==> src/rtl/bb3_pkg.sv <==
// ----------------------------------------------------------------------------
// bb3_pkg
// Shared types, constants and helper functions of the 3x3 RGB box blur core.
// ----------------------------------------------------------------------------
`default_nettype none

package bb3_pkg;

  // Frame limits and register reset values
  localparam int MAX_WIDTH_DEF      = 1024;
  localparam int MAX_HEIGHT_DEF     = 4096;
  localparam int FRAME_WIDTH_RESET  = 640;
  localparam int FRAME_HEIGHT_RESET = 480;

  // Field widths
  localparam int PIX_W      = 8;
  localparam int RGB_W      = 3 * PIX_W;
  localparam int FW_W       = 11;
  localparam int FH_W       = 13;
  localparam int CFG_DATA_W = 13;
  localparam int CFG_IDX_W  = 1;
  localparam int ROW_OUT_W  = 12;
  localparam int COL_OUT_W  = 10;
  localparam int IN_TDATA_W = 24;
  localparam int OUT_FLD_W  = RGB_W + ROW_OUT_W + COL_OUT_W;
  localparam int OUT_TDATA_W = ((OUT_FLD_W + 7) / 8) * 8;
  localparam int OUT_PAD_W  = OUT_TDATA_W - OUT_FLD_W;

  // Rounded mean: q = ((2*sum + n) * recip(n)) >> RECIP_SHIFT
  localparam int SUM_W       = 12;
  localparam int DIVX_W      = SUM_W + 1;
  localparam int RECIP_W     = 18;
  localparam int RECIP_SHIFT = 18;
  localparam int CNT_W       = 2;
  localparam int NCELL_W     = 4;

  // Configuration register indexes
  localparam logic [CFG_IDX_W-1:0] CFG_FRAME_WIDTH  = 1'd0;
  localparam logic [CFG_IDX_W-1:0] CFG_FRAME_HEIGHT = 1'd1;

  typedef enum logic [2:0] {
    ST_IDLE,
    ST_STEP,
    ST_SUM,
    ST_MUL,
    ST_PUT
  } state_t;

  // Controller to datapath
  typedef struct packed {
    logic take;      // latch pixel, read line buffers, advance position
    logic step;      // shift window, write line buffers
    logic sum_load;  // load neighborhood sums for the selected result
    logic mul_load;  // load quotients
    logic out_load;  // load output register
    logic rs;        // 0: row r-1, 1: row r
    logic cs;        // 0: column c-1, 1: column c
    logic last;      // final result of this pixel
  } cmd_t;

  // Datapath to controller
  typedef struct packed {
    logic has_r0;    // row r-1 exists
    logic has_r1;    // r is the bottom row
    logic has_c0;    // column c-1 exists
    logic has_c1;    // c is the rightmost column
    logic out_free;  // output register can take a beat
  } sts_t;

  // Number of in-frame cells from row and column counts (each 1..3)
  function automatic logic [NCELL_W-1:0] cell_count(input logic [CNT_W-1:0] rc,
                                                    input logic [CNT_W-1:0] cc);
    logic [NCELL_W-1:0] n;
    n = NCELL_W'(rc) * NCELL_W'(cc);
    return n;
  endfunction

  // ceil(2^RECIP_SHIFT / (2*n)), exact for 2*sum+n below 2^13
  function automatic logic [RECIP_W-1:0] recip(input logic [CNT_W-1:0] rc,
                                               input logic [CNT_W-1:0] cc);
    logic [RECIP_W-1:0] m;
    case ({rc, cc}) inside
      4'b0101:                   m = 18'd131072;
      4'b0110, 4'b1001:          m = 18'd65536;
      4'b0111, 4'b1101:          m = 18'd43691;
      4'b1010:                   m = 18'd32768;
      4'b1011, 4'b1110:          m = 18'd21846;
      4'b1111:                   m = 18'd14564;
      default:                   m = 18'd131072;
    endcase
    return m;
  endfunction

endpackage

`default_nettype wire

==> src/rtl/bb3_ctrl.sv <==
// ----------------------------------------------------------------------------
// bb3_ctrl
// Sequencer: accepts one pixel, updates the window, then walks the 0 to 4
// results of that pixel through sum, multiply and output load.
// ----------------------------------------------------------------------------
`default_nettype none

module bb3_ctrl (
  input  wire logic          clk,
  input  wire logic          rst_n,
  input  wire logic          in_valid,
  output logic               in_ready,
  input  wire bb3_pkg::sts_t sts,
  output bb3_pkg::cmd_t      cmd
);

  bb3_pkg::state_t state_r, state_nxt;
  logic rs_r, rs_nxt;
  logic cs_r, cs_nxt;
  logic more_col, more_row;

  assign more_col = !cs_r && sts.has_c1;
  assign more_row = !rs_r && sts.has_r1;

  always_ff @(posedge clk) begin
    if (!rst_n) begin
      state_r <= bb3_pkg::ST_IDLE;
      rs_r    <= 1'b0;
      cs_r    <= 1'b0;
    end else begin
      state_r <= state_nxt;
      rs_r    <= rs_nxt;
      cs_r    <= cs_nxt;
    end
  end

  always_comb begin
    state_nxt    = state_r;
    rs_nxt       = rs_r;
    cs_nxt       = cs_r;
    in_ready     = 1'b0;
    cmd          = '0;
    cmd.rs       = rs_r;
    cmd.cs       = cs_r;
    cmd.last     = !more_col && !more_row;
    unique case (state_r)
      bb3_pkg::ST_IDLE: begin
        in_ready = 1'b1;
        if (in_valid) begin
          cmd.take  = 1'b1;
          state_nxt = bb3_pkg::ST_STEP;
        end
      end
      bb3_pkg::ST_STEP: begin
        cmd.step = 1'b1;
        if ((sts.has_r0 || sts.has_r1) && (sts.has_c0 || sts.has_c1)) begin
          rs_nxt    = !sts.has_r0;
          cs_nxt    = !sts.has_c0;
          state_nxt = bb3_pkg::ST_SUM;
        end else begin
          state_nxt = bb3_pkg::ST_IDLE;
        end
      end
      bb3_pkg::ST_SUM: begin
        cmd.sum_load = 1'b1;
        state_nxt    = bb3_pkg::ST_MUL;
      end
      bb3_pkg::ST_MUL: begin
        cmd.mul_load = 1'b1;
        state_nxt    = bb3_pkg::ST_PUT;
      end
      bb3_pkg::ST_PUT: begin
        // hold until the output register frees up
        if (sts.out_free) begin
          cmd.out_load = 1'b1;
          if (more_col) begin
            cs_nxt    = 1'b1;
            state_nxt = bb3_pkg::ST_SUM;
          end else if (more_row) begin
            rs_nxt    = 1'b1;
            cs_nxt    = !sts.has_c0;
            state_nxt = bb3_pkg::ST_SUM;
          end else begin
            state_nxt = bb3_pkg::ST_IDLE;
          end
        end
      end
      default: state_nxt = bb3_pkg::ST_IDLE;
    endcase
  end

endmodule

`default_nettype wire

==> config.mk <==
export PLATFORM = sky130hd
export DESIGN_NAME = bb3_ctrl
export DESIGN_NICKNAME = d
export VERILOG_FILES = /design/src/rtl/bb3_pkg.sv /design/src/rtl/bb3_ctrl.sv
export SDC_FILE = /design/constraint.sdc
export NUM_CORES = 1
export LEC_CHECK = 0
export BUFFER_PORTS_ARGS = -buffer_cell sky130_fd_sc_hd__buf_2
export CAP_MARGIN = 15
export CORE_AREA = 5 5 42 44
export DETAILED_ROUTE_END_ITERATION = 16
export DIE_AREA = 0 0 47 49
export PLACE_DENSITY = 0.56
export SYNTH_ARGS = -nofsm -noshare
export SYNTH_HDL_FRONTEND = slang
export SYNTH_SLANG_ARGS = --single-unit
==> constraint.sdc <==
create_clock -name clk -period 1.8 [get_ports clk]
set_input_delay 0.54 -clock clk [delete_from_list [all_inputs] [get_ports clk]]
set_output_delay 0.54 -clock clk [all_outputs]
set_load 0.02 [all_outputs]
==> impl_results.rst <==
.. list-table::
   :header-rows: 1

   * - Metric
     - Value
   * - Outcome
     - finished, final reports clean
   * - Total wire length
     - approximately 790 um
   * - Via count of the first global-routing pass
     - 334
   * - Maximum level of the CTS H-tree
     - 1
   * - Clock insertion delay at the later pin of the skew report
     - between 0.2 and 0.25 ns
   * - Most common cell after layout, fill and taps aside
     - buf_2
   * - Routed Antenna Nets
     - 0
   * - Horizontal die dimension
     - 47 um
   * - Maximum number of pins on one net before global-route repair
     - 10
   * - Simple-Gate Fraction of Synth Area
     - 32.53%
   * - Placer Congestion
     - around 0.70
   * - Core ar.
     - ~0.0014 mm^2
   * - Cell Rows
     - 14
   * - Clock-pin transition on the worst setup and hold timing paths
     - approximately 0.04 ns
   * - Areal power density over the cells
     - around 700 mW/mm^2
   * - Initial cell density of the core
     - approximately a quarter
   * - Ys Warns
     - 0
   * - Routed wire length per instance
     - between 10 and 15 um
   * - Achievable frequency
     - approximately 0.57 GHz
   * - Worst vdd rail ir drop
     - between 0.4 and 0.5 mV
   * - Root Buffer Master
     - clkbuf_4
   * - Buffer count from post-CTS setup fixing
     - 0
   * - Max Root-Sink Buffers
     - 2
   * - Synthesized area divided by synthesized cell count
     - about 8.2 um^2
   * - Xor-xnor portion of the synthesized cell area
     - 0%
   * - Number of nets in the final layout
     - between 60 and 70
   * - Mux cell area share after synthesis
     - between 2 and 3%
   * - Proportion of layout cells with a drive suffix above 1
     - a little over two fifths
   * - Worst EP required
     - 1.26 ns
   * - Total grt overflow
     - 0
   * - TritonCTS clock tree
     - done
   * - Number of cells produced by synthesis
     - 44
   * - Post-Synthesis Net Count
     - 52
   * - Worst-case headroom to the max-slew limit
     - roughly 79%
   * - Transition at the pin with the smallest max-transition slack
     - about 0.32 ns
   * - Number of clock buffers inserted by TritonCTS
     - 3
   * - Category of the worst setup path capture point
     - primary output
   * - Static leakage power
     - 0.0002028 uW
   * - Post-Synth Adder-Cell Area
     - 0%
   * - Final setup skew
     - roughly 0.0025 ns
   * - Register bit count reported by yosys
     - 5
   * - Antenna diodes
     - 0
   * - Share of the cycle needed by the critical path after routing
     - a little over nine tenths
   * - Post-cts hold buffer count
     - 0
   * - Fraction of the core area covered by cells at the end of the flow
     - between 30 and 40%
   * - Setup-violating endpoint count in the final report
     - 0
   * - Final HPWL DP
     - 669.8 um
   * - Fraction of post-synthesis cell area in the top cell type by area
     - 27.68%
   * - # DRC
     - 0
   * - Highest fanout seen on the critical path
     - 9
   * - Final design instance area without fill
     - 455.4 um^2
   * - Wire length of the first global-routing pass
     - ~1.3 mm
   * - DRC marker count from the first detailed-route iteration
     - 3
   * - Main combinational cell family by area after synthesis
     - simple AND/OR/NAND/NOR gates
   * - Die Ht
     - about 50 um
   * - Kind of start point of the critical path
     - register
   * - Initial antenna violation count
     - 0
   * - All-Layer GR Usage
     - 7.893%
   * - Area overhead of the layout relative to synthesis
     - 25.95%
   * - Count of boundary I/O pins
     - 17
   * - Total design power
     - 319.9 uW
   * - Unrepaired setup endpoints after global routing
     - true
   * - Type of the worst setup path
     - register to primary output
   * - Cell Area, Placed
     - 429.2 um^2
   * - Clock net sink count
     - 5
   * - Post-Place Setup Slack
     - approximately 0.18 ns
   * - Library cell occupying the most area in the post-synthesis netlist
     - dfxtp_1
   * - Die Outline Area
     - 0.002303 mm^2
   * - Yosys cell types
     - 24
   * - Fill cell instance count of the final layout
     - roughly 170
   * - Post-CTS sizing
     - 0
   * - IO buf count
     - 16
   * - Netlist Area Pre-Place
     - approximately 360 um^2
   * - Fraction of the yosys area taken by sequential cells
     - between 20 and 30%
   * - Commonest cells after routing, fill and taps aside
     - 16 x buf_2, 6 x nor2_1, 5 x dfxtp_1
   * - Drt first pass iters
     - 2
   * - Fin crit period
     - roughly 1.7 ns
   * - Max-cap violation count
     - 0
   * - Hold violation total from the final report
     - 0
   * - Class of the most critical hold timing path
     - register to register
   * - Avg Vias per Cell
     - roughly 4.5
   * - Signal arrival time at the worst endpoint
     - 1.21 ns
   * - Post-synthesis compound-gate area fraction
     - 23.53%
   * - Final max-slew violation count
     - 0
   * - Via count
     - 344
   * - Dominant cells by area after synthesis
     - dfxtp_1 28%, buf_6 6.2%, nor2_1 6.2%
   * - Worst Setup Slack, final
     - roughly 0.052 ns
[final timing paths]
path                            endpoint  cells after the start  slack (ns)        from
worst min register to register      cs_r                      2        0.51        cs_r
worst max-delay path              cmd[3]                      2        0.05  state_r[2]
worst max register to register      cs_r                      4        0.34  state_r[2]
worst min-delay path                cs_r                      2        0.51        cs_r
[final cells by class]
class | instances | area, um^2 | share of cell area [%]
inverter | 3 | 11.26 | 2.473
multi-input combinational | 32 | 217.7 | 47.80
timing repair buffer | 16 | 80.08 | 17.58
sequential | 5 | 100.1 | 21.98
clock buffer | 4 | 26.28 | 5.769
tap | 16 | 20.02 | 4.396
[critical path: stages (launching register included)]
cell and delay (ns):
dfxtp_1 0.50, and4bb_2 0.30, buf_2 0.17
[power by group]
group          total [uW]  switching [uW]  internal (uW)
clock network         124            40.2           83.4
registers             126            8.98            117
logic                70.0            40.7           29.3
[logic make-up after synthesis]
| family | after synthesis |
|---|---|
| mux | 1 |
| flops | 5 |
| simple gates | 19 |
| buf+inv | 7 |
| compound gates | 12 |
[synth_stat cells, drive strengths merged]
master and n:
o21ai 5, a311oi 1, a31oi 1, a21oi 2
mux2i 1, o221ai 1, nand2 1, buf 4
and4bb 1, a21o 1, dfxtp 5, nor3b 2
inv 3, nor3 2, nand2b 2, and2 1
or3b 1, a221oi 1, nor2b 3, nor2 6
[flip-flops by register name, indices dropped and copies added (netlist names)]
signal,count
state_r,3
cs_r,1
rs_r,1
[per-stage QoR]
stage                     hold slack [ns]  TNS [ns]  instances
after floorplan                    0.4625         0         44
after global placement             0.5069         0         72
after detailed placement           0.4943         0         72
after CTS                          0.5109         0         76
after global routing               0.5414  -0.02261         76
final                              0.5055         0         76
[per-layer routing]
metal | global-route usage (%) | vias to the layer above | part of all wire, %
met5 | 0 | - | 0
met3 | 5.904 | 0 | 10
li1 | - | 185 | -
met2 | 11.09 | 15 | 43
met4 | 0 | 0 | 0
met1 | 10.35 | 144 | 47
(Power assumes the default switching activity.)
